`src/plc_pkg.sv`:
```
`default_nettype none
package plc_pkg;

    localparam int CAPACITY  = 256;
    localparam int ITEM_BITS = 16;
    localparam int ADDR_W    = $clog2(CAPACITY);
    localparam int CNT_W     = $clog2(CAPACITY + 1);
    localparam int POS_W     = 9;
    localparam int CMP_W     = (CNT_W > POS_W) ? CNT_W : POS_W;
    // result gather tree: groups of GRP cells
    localparam int GRP       = 16;
    localparam int NGRP      = (CAPACITY + GRP - 1) / GRP;

    localparam logic [2:0] ACT_INS_HEAD = 3'd0;
    localparam logic [2:0] ACT_INS_TAIL = 3'd1;
    localparam logic [2:0] ACT_INS_AT   = 3'd2;
    localparam logic [2:0] ACT_REM_HEAD = 3'd3;
    localparam logic [2:0] ACT_REM_TAIL = 3'd4;
    localparam logic [2:0] ACT_REM_AT   = 3'd5;
    localparam logic [2:0] ACT_READ     = 3'd6;

    localparam logic [1:0] ST_DONE    = 2'd0;
    localparam logic [1:0] ST_IGNORED = 2'd1;
    localparam logic [1:0] ST_DROPPED = 2'd2;

    typedef struct packed {
        logic                 ins;
        logic                 rem;
        logic                 sel;
        logic [ADDR_W-1:0]    at;
        logic [ITEM_BITS-1:0] item;
    } cell_ctrl_t;

endpackage
`default_nettype wire

```
`src/plc_cell.sv`:
```
`default_nettype none
module plc_cell (
    input  wire logic                           aclk,
    input  wire plc_pkg::cell_ctrl_t            ctrl,
    input  wire logic [plc_pkg::ADDR_W-1:0]     idx,
    input  wire logic [plc_pkg::ITEM_BITS-1:0]  left_data,
    input  wire logic [plc_pkg::ITEM_BITS-1:0]  right_data,
    output logic      [plc_pkg::ITEM_BITS-1:0]  data,
    output logic      [plc_pkg::ITEM_BITS-1:0]  hit_data
);

    logic [plc_pkg::ITEM_BITS-1:0] data_reg;
    logic [plc_pkg::ITEM_BITS-1:0] data_next;

    always_comb begin
        data_next = data_reg;
        if (ctrl.ins && idx > ctrl.at) begin
            data_next = left_data;
        end else if (ctrl.ins && idx == ctrl.at) begin
            data_next = ctrl.item;
        end else if (ctrl.rem && idx >= ctrl.at) begin
            data_next = right_data;
        end
    end

    always_ff @(posedge aclk) begin
        data_reg <= data_next;
    end

    assign data     = data_reg;
    // old contents, before this cycle's shift
    assign hit_data = (ctrl.sel && idx == ctrl.at) ? data_reg : '0;

endmodule
`default_nettype wire

```
`config.mk`:
```
export PLATFORM = sky130hd
export DESIGN_NAME = plc_cell
export DESIGN_NICKNAME = d
export VERILOG_FILES = /design/src/plc_pkg.sv /design/src/plc_cell.sv
export SDC_FILE = /design/constraint.sdc
export NUM_CORES = 1
export LEC_CHECK = 0
export BUFFER_PORTS_ARGS = -buffer_cell sky130_fd_sc_hd__buf_2
export CAP_MARGIN = 20
export CORE_MARGIN = 4
export CORE_UTILIZATION = 35
export CTS_CLUSTER_SIZE = 28
export DETAILED_ROUTE_END_ITERATION = 6
export HOLD_SLACK_MARGIN = 0.15
export PLACE_DENSITY = 0.73
export SLEW_MARGIN = 30
export SYNTH_ARGS = -nofsm -noshare
export SYNTH_HDL_FRONTEND = slang
export SYNTH_SLANG_ARGS = --single-unit
```
`constraint.sdc`:
```
create_clock -name aclk -period 2.55 [get_ports aclk]
set_input_delay 0.1275 -clock aclk [delete_from_list [all_inputs] [get_ports aclk]]
set_output_delay 0.1275 -clock aclk [all_outputs]
set_load 0.03 [all_outputs]
```
Word level (Yosys, flattened, before mapping)
Index checks and enable logic that the tools add are counted.

Register bits after elaboration: 16. Input port bits: 68. Output and inout bits: 32.

Order comparisons: 2. Equality and inequality tests: 1. Muxes and demuxes: 4. Reductions and logical operators: 5.

Operators with widths (count): $mux W16 (4); $eq A8 B8 Y1 (1); $ge A8 B8 Y1 (1); $gt A8 B8 Y1 (1); $logic_and A1 B1 Y1 (4); $reduce_bool A3 Y1 (1).

Logic depth before layout (Yosys ltp)
Gate-level depths: netlist of the first run.

Depth in word-level cells: 5. Gate-level depth with buffers: 8. Mapped depth without buffers: 7.

Worst setup path after synthesis of the first run
Ideal clock, no wire load.

Path type: input to register. From: input port ctrl[19] in the netlist's numbering. To: register data_reg, in the netlist data[10], data pin. Setup time: 260 ps. Data arrival time: 1772 ps. Data required time: 2290 ps. Path slack: 518 ps. Cell stages on the path: 8. Buffers on the path: 1. Path through: inv_1 -> ha_1 -> nand4_4 -> nor2_4 -> and3b_1 -> a41oi_4 -> buf_8 -> mux2_2.

Word-level cells in the longest chain between the ends: 4. Elaborated cells between the ends (all ways): 6. Those cells by class: order compare (1); eq/ne (1); mux (2); reduce/logical (2).

RTL lines: start, declared (line plc_cell.sv:4) `input wire plc_pkg::cell_ctrl_t ctrl,`; parallel branches: the longest is 3 deep, another holds $gt A8 B8 Y1; $mux W16 * (line plc_cell.sv:17) `if (ctrl.ins && idx > ctrl.at) begin`; net data_next (one bit) (line plc_cell.sv:13) `logic [plc_pkg::ITEM_BITS-1:0] data_next;`; end signal, assigned (line plc_cell.sv:27) `data_reg <= data_next;`; end, declared (line plc_cell.sv:12) `logic [plc_pkg::ITEM_BITS-1:0] data_reg;`.

Mark *: on every way through the listed nets, which the timed path passes. A chain may end at the register's enable or synchronous reset.

Worst setup path in the final report of the first run
From: input port ctrl[23] in the netlist's numbering. To: register data_reg, in the netlist data[15], data pin.

Same word-level chain as after synthesis.

==> results of run 1 <==
==> layout make-up <==
cell class | count | area share
multi-input cells | 74 | 0.358
repair buffers | 117 | 0.339
flip-flops and latches | 16 | 0.244
well taps | 46 | 0.0292
inverters | 10 | 0.0190
clock buffers | 3 | 0.0114
==> worst max-delay path, stage by stage <==
cell and delay, ns:
sky130_fd_sc_hd__buf_2 0.08, sky130_fd_sc_hd__inv_1 0.03, sky130_fd_sc_hd__ha_1 0.30, sky130_fd_sc_hd__nand4_1 0.17
sky130_fd_sc_hd__nor2_4 0.22, sky130_fd_sc_hd__and3b_1 0.22, sky130_fd_sc_hd__a41oi_4 0.16, sky130_fd_sc_hd__buf_4 0.27
sky130_fd_sc_hd__mux2_2 0.36
==> per-stage QoR <==
step	instance area, um^2	hold WS, ns	utilization	setup slack (ns)
final	1970	0.170	0.578	0.640
after global routing	1970	0.179	0.578	0.537
after CTS	1970	0.153	0.578	0.631
after detailed placement	1800	0.433	0.527	0.324
after global placement	1800	0.427	0.527	0.379
after floorplan	1260	0.347	-	0.518
==> logic make-up after synthesis <==
logic type               after synthesis  synth area share
buffers and inverters                 14            0.0567
flip-flops                            16             0.382
multiplexers                          32             0.286
AO/OA/AOI/OAI                          9            0.0557
adder cells (fa/ha/maj)                8            0.0795
AND/OR/NAND/NOR                       25             0.140
==> what timing repair did <==
action                                 4_1_cts  5_1_grt
endpoints found under the hold margin       15        0
gates resized for setup                      0        0
hold buffers                                15        0
==> cells in the mapped netlist <==
cell,count,area [um^2]
sky130_fd_sc_hd__nand4_1,1,6.26
sky130_fd_sc_hd__edfxtp_1,16,480
sky130_fd_sc_hd__and3_1,10,62.6
sky130_fd_sc_hd__nor2_4,1,11.3
sky130_fd_sc_hd__nand2_2,1,6.26
sky130_fd_sc_hd__buf_6,1,11.3
sky130_fd_sc_hd__o211ai_1,1,7.51
sky130_fd_sc_hd__inv_1,10,37.5
sky130_fd_sc_hd__mux2_2,32,360
sky130_fd_sc_hd__nand2_1,2,7.51
sky130_fd_sc_hd__a41oi_4,1,27.5
sky130_fd_sc_hd__nor2_1,2,7.51
sky130_fd_sc_hd__o21ai_0,2,10.0
sky130_fd_sc_hd__and3_2,6,45.0
sky130_fd_sc_hd__and3b_1,1,8.76
sky130_fd_sc_hd__clkbuf_1,2,7.51
sky130_fd_sc_hd__nand4_4,1,21.3
sky130_fd_sc_hd__a21oi_1,5,25.0
sky130_fd_sc_hd__buf_8,1,15.0
sky130_fd_sc_hd__ha_1,8,100
==> layout by cell type, fill, tap and decap left out <==
cell                            count
sky130_fd_sc_hd__a21oi_1            5
sky130_fd_sc_hd__a41oi_4            1
sky130_fd_sc_hd__and3_1            10
sky130_fd_sc_hd__and3_2             6
sky130_fd_sc_hd__and3b_1            1
sky130_fd_sc_hd__buf_2             99
sky130_fd_sc_hd__buf_4              3
sky130_fd_sc_hd__clkbuf_4           3
sky130_fd_sc_hd__dlygate4sd3_1     15
sky130_fd_sc_hd__edfxtp_1          16
sky130_fd_sc_hd__ha_1               8
sky130_fd_sc_hd__inv_1             10
sky130_fd_sc_hd__mux2_2            32
sky130_fd_sc_hd__nand2_1            2
sky130_fd_sc_hd__nand2_2            1
sky130_fd_sc_hd__nand4_1            1
sky130_fd_sc_hd__nand4_4            1
sky130_fd_sc_hd__nor2_1             2
sky130_fd_sc_hd__nor2_4             1
sky130_fd_sc_hd__o211ai_1           1
sky130_fd_sc_hd__o21ai_0            2
==> power breakdown <==
group	switching, mW	internal [mW]
clock network	0.0711	0.0547
logic	0.169	0.134
registers	0.0167	0.340
==> worst max path at each step <==
stage                  start            endpoint  cells after the start
floorplan           ctrl[19]  data[10]$_DFFE_PP_                      8
global placement    ctrl[22]   data[1]$_DFFE_PP_                      9
detailed placement  ctrl[23]  data[15]$_DFFE_PP_                      9
CTS                 ctrl[23]  data[15]$_DFFE_PP_                      9
global route        ctrl[23]  data[10]$_DFFE_PP_                      9
finish              ctrl[23]  data[15]$_DFFE_PP_                      9
==> metal layers <==
metal | GRT usage | vias to the layer above | wire length [um]
met3 | 0.0263 | 2 | 150
li1 | - | 625 | -
met5 | 0 | - | 0
met1 | 0.152 | 564 | 1330
met2 | 0.292 | 35 | 2000
met4 | 0.0199 | 0 | 19
==> Implementation_results.wiki, run 1 <==
{| class="wikitable"
! Metric !! Value
|-
| Status || finished, final reports clean
|-
| Post-detailed-route DRC marker count || 0
|-
| Share of final-layout standard cells stronger than drive strength 1 || 0.668
|-
| Signed area change from the synthesized netlist to the final layout || 56.8%
|-
| Total of warnings raised by yosys || 0
|-
| Average routed wire per standard cell || 13.2 um
|-
| Number of flip-flops in the largest register || 16
|-
| Number of vias in the routed layout || 1226
|-
| Normalized max-slew margin || 0.725
|-
| Final-report setup violation count || 0
|-
| Transition time at the pin with the least slew margin || 0.412 ns
|-
| Tmin final || 1.91 ns
|-
| Reported leakage power || 1.04 nW
|-
| Full die area || 4620 um^2
|-
| End of the worst hold path || data[10]$_DFFE_PP_
|-
| Tot GR Track Use || 0.143
|-
| Clock Tree Root || sky130_fd_sc_hd__clkbuf_4
|-
| PnR Total Power || 786 uW
|-
| Total area of multi-input combinational cells || 707 um^2
|-
| Die span in x || 68.0 um
|-
| Launch instance of the worst min-delay path || left_data[10]
|-
| Post-detailed-routing wire length || 3.51 mm
|-
| Routability cong. || 0.821
|-
| Post-detailed-route count of antenna-violating nets || 0
|-
| Antenna fix cells || 0
|-
| MaxCap Viol Count || 0
|-
| Mean Syn Cell Area || 12.1 um^2
|-
| Register bit count reported by yosys || 16
|-
| Final max-slew violation count || 0
|-
| Min-Delay Path Class || primary input to flop
|-
| Worst path arrival time || 1.94 ns
|-
| Sequential standard cell area || 480 um^2
|-
| Post-CTS clock slew at the launch and capture registers of the worst setup and hold paths || 0.08 ns
|-
| Top Ports || 100
|-
| Std-Cell Rows || 21
|-
| Max Fclk || 524 MHz
|-
| RSZ-0062 raised after global routing || false
|-
| Number of global-route vias before repair || 1157
|-
| Number of cells in the finished layout apart from fillers || 266
|-
| Starting DRC count in detailed routing || 36
|-
| Initial Util || 0.368
|-
| Die outline height || 68.0 um
|-
| Final total negative setup slack || 0 ns
|-
| Post-synthesis instance area || 1260 um^2
|-
| Sink Count || 16
|-
| Fin crit share || 0.749
|-
| Number of clock buffers inserted by TritonCTS || 3
|-
| Power Dens Cells || 398 nW/um^2
|-
| Vias per std cell || 4.61
|-
| CTS tree || built
|-
| Remaining global-route overflow || 0
|-
| Antenna violations before repair || 0
|-
| Worst supply voltage drop on vdd || 0.000387 V
|-
| Worst-path fanout max || 16
|-
| Setup CP Type || primary input to flop
|-
| Core area || 3420 um^2
|-
| Critical path required time || 2.58 ns
|-
| Post-synthesis net count || 180
|-
| Count of mapped cells out of synthesis || 104
|-
| Worst Setup Start Kind || primary input
|-
| Post-CTS setup buffer count || 0
|-
| Number of port buffers || 99
|-
| Maximum number of pins on one net before global-route repair || 17
|-
| DP Cell Count || 248
|-
| Htree depth || 1
|-
| Iteration count of the initial detailed-routing pass || 5
|-
| HPWL after detailed placement || 2.82 mm
|-
| Count of endpoints failing hold in the final timing report || 0
|-
| Sequential fraction of the synthesis area || 0.382
|-
| # fillers || 320
|-
| Global-route wire length before repair || 5.02 mm
|-
| Critical path capture point type || flop
|-
| Yosys cell types || 20
|-
| Final net count || 298
|-
| Number of buffers on the longest clock path || 2
|-
| Count of cells along the worst hold path || 2
|}
(Power assumes the default switching activity.)
==> run 2: changes to the inputs <==
- ABC_AREA: default -> 1
- PLACE_DENSITY: 0.73 -> 0.74
- clock period: 2.55 -> 1.7 ns (I/O delays scaled with it)
==> run 2 against run 1 <==
- total power increased by 65%
- global-route usage down 1.1 points
- highest routed layer unchanged
- first-iteration DRC count rose by 5.6%
- die area increased by 7.9%
- final area grew 1.4%
- core utilization is 3.9 points lower
- cell count is 30% higher
- critical endpoint is now hit_data[5]
- non-clock buffer count fell by 10
- synthesized cell count rose by 88%
- largest cell class unchanged
- sequential power is 53% higher
- via count increased by 19%
==> Implementation_results.wiki, run 2 <==
{| class="wikitable"
! Metric !! Value
|-
| Tot GR Track Use || 0.133 (-0.0105)
|-
| Most instantiated library cell after synthesis || sky130_fd_sc_hd__nand2_1
|-
| Met3 layer wire length in the routed design || 242 um (+61%)
|-
| Sequential fraction of the synthesis area || 0.350 (-0.0313)
|-
| Count of cells along the worst hold path || 3 (+1)
|-
| Most used cells in the layout excluding fill and tap cells || 99 x sky130_fd_sc_hd__buf_2, 55 x sky130_fd_sc_hd__nand2_1, 45 x sky130_fd_sc_hd__inv_1, 19 x sky130_fd_sc_hd__nor2_1
|-
| DP Cell Count || 341 (+38%)
|-
| Clock Tree Root || sky130_fd_sc_hd__clkbuf_8
|-
| Portion of synthesized cell area occupied by the leading cell type || 0.350 (-0.0313)
|-
| Antenna fix cells || 0 (unchanged)
|-
| Post-detailed-route count of antenna-violating nets || 0 (unchanged)
|-
| Post-CTS clock slew at the launch and capture registers of the worst setup and hold paths || 0.05 ns (-0.03 ns)
|-
| Post-detailed-routing wire length || 3.49 mm (-0.46%)
|-
| Number of clock buffers inserted by TritonCTS || 3 (unchanged)
|-
| Share of final-layout standard cells stronger than drive strength 1 || 0.391 (-0.277)
|-
| MaxCap Viol Count || 0 (unchanged)
|-
| Area fraction in compound gates after synthesis || 0.0766 (+0.0210)
|-
| Normalized max-slew margin || 0.628 (-0.0966)
|-
| Setup CP Type || primary input to output port
|-
| Worst path arrival time || 1.42 ns (-0.52 ns)
|-
| Vias per std cell || 4.22 (-8.5%)
|-
| Number of cells in the finished layout apart from fillers || 347 (+30%)
|-
| Final-report setup violation count || 0 (unchanged)
|-
| Post-synthesis net count || 272 (+51%)
|-
| HPWL after detailed placement || 2.98 mm (+5.5%)
|-
| Number of flops mapped to enable cells by yosys || 16 (unchanged)
|-
| Post-synth top area cell || sky130_fd_sc_hd__edfxtp_1
|-
| Ranking of synthesized cells by instance count || 55 x sky130_fd_sc_hd__nand2_1, 45 x sky130_fd_sc_hd__inv_1, 19 x sky130_fd_sc_hd__nor2_1, 16 x sky130_fd_sc_hd__edfxtp_1, 16 x sky130_fd_sc_hd__nand3_1
|-
| Sequential standard cell area || 480 um^2 (unchanged)
|-
| Count of mapped cells out of synthesis || 196 (+88%)
|-
| Sink Count || 16 (unchanged)
|-
| Net switching component of the power || 446 uW (+73%)
|-
| Combinational family with the most area after synthesis || simple AND/OR/NAND/NOR gates
|-
| Initial Util || 0.369 (+0.000525)
|-
| Max Fclk || 663 MHz
|-
| Status || finished, final reports clean
|-
| Number of buffers on the longest clock path || 2 (unchanged)
|-
| Register bit count reported by yosys || 16 (unchanged)
|-
| Final total negative setup slack || 0 ns (unchanged)
|-
| Critical path required time || 1.62 ns (-0.96 ns)
|-
| Clock power share || 0.205 (+0.045)
|-
| Number of global-route vias before repair || 1289 (+11%)
|-
| Total area of multi-input combinational cells || 674 um^2 (-4.6%)
|-
| Post-synthesis instance area || 1370 um^2 (+8.9%)
|-
| Total of warnings raised by yosys || 0 (unchanged)
|-
| Multiplexer fraction of the synthesized cell area || 0 (-0.286)
|-
| Global-route wire length before repair || 5.46 mm (+8.9%)
|-
| CTS tree || built
|-
| Detailed route wirelength on metal2 || 1.84 mm (-8.3%)
|-
| Full die area || 4980 um^2 (+7.9%)
|-
| Iteration count of the initial detailed-routing pass || 4 (-1)
|-
| Share of synthesized flip-flops with an asynchronous set or reset || 0 (unchanged)
|-
| Final net count || 377 (+27%)
|-
| Most common cell after layout, fill and taps aside || sky130_fd_sc_hd__buf_2
|-
| Post-synthesis xor/xnor area fraction || 0 (unchanged)
|-
| Htree depth || 1 (unchanged)
|-
| Core area || 3720 um^2 (+8.8%)
|-
| Highest Signal Layer || met4
|-
| Portion of total power attributed to combinational logic || 0.374 (-0.012)
|-
| Std-Cell Rows || 22 (+4.8%)
|-
| Post-detailed-route DRC marker count || 0 (unchanged)
|-
| Reported leakage power || 1.27 nW (+22%)
|-
| Critical path capture point type || output port
|-
| Die span in x || 70.6 um (+3.9%)
|-
| Wire length on met1 || 1.38 mm (+3.5%)
|-
| RSZ-0062 raised after global routing || false
|-
| Number of vias in the routed layout || 1464 (+19%)
|-
| Tmin final || 1.51 ns
|-
| Top Ports || 100 (unchanged)
|-
| Worst-path fanout max || 16 (unchanged)
|-
| # fillers || 362 (+13%)
|-
| Synth area leaders || sky130_fd_sc_hd__edfxtp_1 35%, sky130_fd_sc_hd__nand2_1 15%, sky130_fd_sc_hd__inv_1 12%
|-
| Yosys cell types || 23 (+15%)
|-
| Fin crit share || 0.887
|-
| Count of endpoints failing hold in the final timing report || 0 (unchanged)
|-
| Signed area change from the synthesized netlist to the final layout || 45.9%
|-
| Antenna violations before repair || 0 (unchanged)
|-
| Sequential cell fraction of total power || 0.421 (-0.033)
|-
| Routability cong. || 0.793 (-3.3%)
|-
| Number of flip-flops in the largest register || 16 (unchanged)
|-
| Power Internal || 847 uW (+60%)
|-
| Number of port buffers || 99 (unchanged)
|-
| Transition time at the pin with the least slew margin || 0.557 ns (+0.146 ns)
|-
| Remaining global-route overflow || 0 (unchanged)
|-
| Average routed wire per standard cell || 10.1 um (-24%)
|-
| Post-CTS setup buffer count || 0 (unchanged)
|-
| Switch share || 0.345 (+0.0175)
|-
| Post-Synth Simple-Gate Area || 0.339 (+0.198)
|-
| Mean Syn Cell Area || 7.00 um^2 (-42%)
|-
| Worst supply voltage drop on vdd || 0.000207 V (-47%)
|-
| Adder and majority gate portion of the synthesized area || 0.0730 (-0.00653)
|-
| Most used flip-flop cell after synthesis || sky130_fd_sc_hd__edfxtp_1
|-
| Starting DRC count in detailed routing || 38 (+5.6%)
|-
| Maximum number of pins on one net before global-route repair || 27 (+10)
|-
| Power Dens Cells || 646 nW/um^2 (+62%)
|-
| Die outline height || 70.6 um (+3.9%)
|-
| Min-Delay Path Class || primary input to flop
|-
| Worst Setup Start Kind || primary input
|-
| Final max-slew violation count || 0 (unchanged)
|}
run 2: changes by cell type after synthesis, moves of 3 or more:
cell                      change
sky130_fd_sc_hd__a21oi_1      -3
sky130_fd_sc_hd__and3_2       -6
sky130_fd_sc_hd__and3_1      -10
sky130_fd_sc_hd__nor2_1      +17
sky130_fd_sc_hd__inv_1       +35
sky130_fd_sc_hd__mux2_2      -32
sky130_fd_sc_hd__nand2_1     +53
sky130_fd_sc_hd__nand3_1     +16
sky130_fd_sc_hd__o21ai_0      +6
sky130_fd_sc_hd__o21ai_1      +8
run 2: final timing paths:
| path | from | endpoint |
|---|---|---|
| worst max-delay path | ctrl[23] | hit_data[5] |
| worst min-delay path | left_data[1] | data[1]$_DFFE_PP_ |
run 2: critical path, stage by stage:
cell and delay [ns]:
sky130_fd_sc_hd__buf_2 0.07, sky130_fd_sc_hd__inv_1 0.03, sky130_fd_sc_hd__ha_1 0.30, sky130_fd_sc_hd__nand2_2 0.08, sky130_fd_sc_hd__nor2_4 0.13, sky130_fd_sc_hd__and2_4 0.15
sky130_fd_sc_hd__buf_4 0.15, sky130_fd_sc_hd__nand2_4 0.12, sky130_fd_sc_hd__nor2_1 0.11, sky130_fd_sc_hd__buf_2 0.20
run 2: what timing repair did:
item / in CTS / in global routing
hold buffers: 3 / 0
setup endpoints to repair: 0 / 16
hold endpoints to repair: 3 / 0
gates resized for setup: 0 / 1
run 2: cell families after synthesis:
family,after synthesis
AND/OR/NAND/NOR,100
buffers and inverters,52
AO/OA/AOI/OAI,20
flip-flops,16
adder cells (fa/ha/maj),8
run 2: layout make-up:
| cell class | count | area share |
|---|---|---|
| Clock buffer | 3 | 0.0206 |
| Inverter | 45 | 0.0844 |
| Multi-Input combinational cell | 128 | 0.337 |
| Sequential cell | 16 | 0.240 |
| Tap cell | 48 | 0.0300 |
| Timing Repair Buffer | 107 | 0.288 |
run 2: power by group through the flow:
stage | Combinational (mW) | Sequential, mW | Clock [mW]
after global placement | 0.474 | 0.552 | 0
after global routing | 0.540 | 0.554 | 0.280
after floorplan | 0.188 | 0.677 | 0
after CTS | 0.486 | 0.546 | 0.274
final | 0.483 | 0.545 | 0.265
after detailed placement | 0.479 | 0.554 | 0
run 2: metal layers:
| layer | vias up | track usage |
|---|---|---|
| met4 | 0 | 0.0397 |
| met5 | - | 0 |
| met1 | 601 | 0.165 |
| met2 | 55 | 0.241 |
| li1 | 806 | - |
| met3 | 2 | 0.0156 |
run 2: per-stage QoR:
step / setup slack, ns / hold slack [ns] / total power [mW] / utilization / area, um^2
global route: 0.0419 / 0.164 / 1.37 / 0.538 / 2000
finish: 0.192 / 0.156 / 1.29 / 0.538 / 2000
detailed placement: -0.0275 / 0.396 / 1.03 / 0.518 / 1920
global placement: -0.0114 / 0.394 / 1.03 / 0.518 / 1920
floorplan: 0.132 / 0.299 / 0.866 / - / 1370
CTS: 0.0899 / 0.151 / 1.31 / 0.537 / 2000
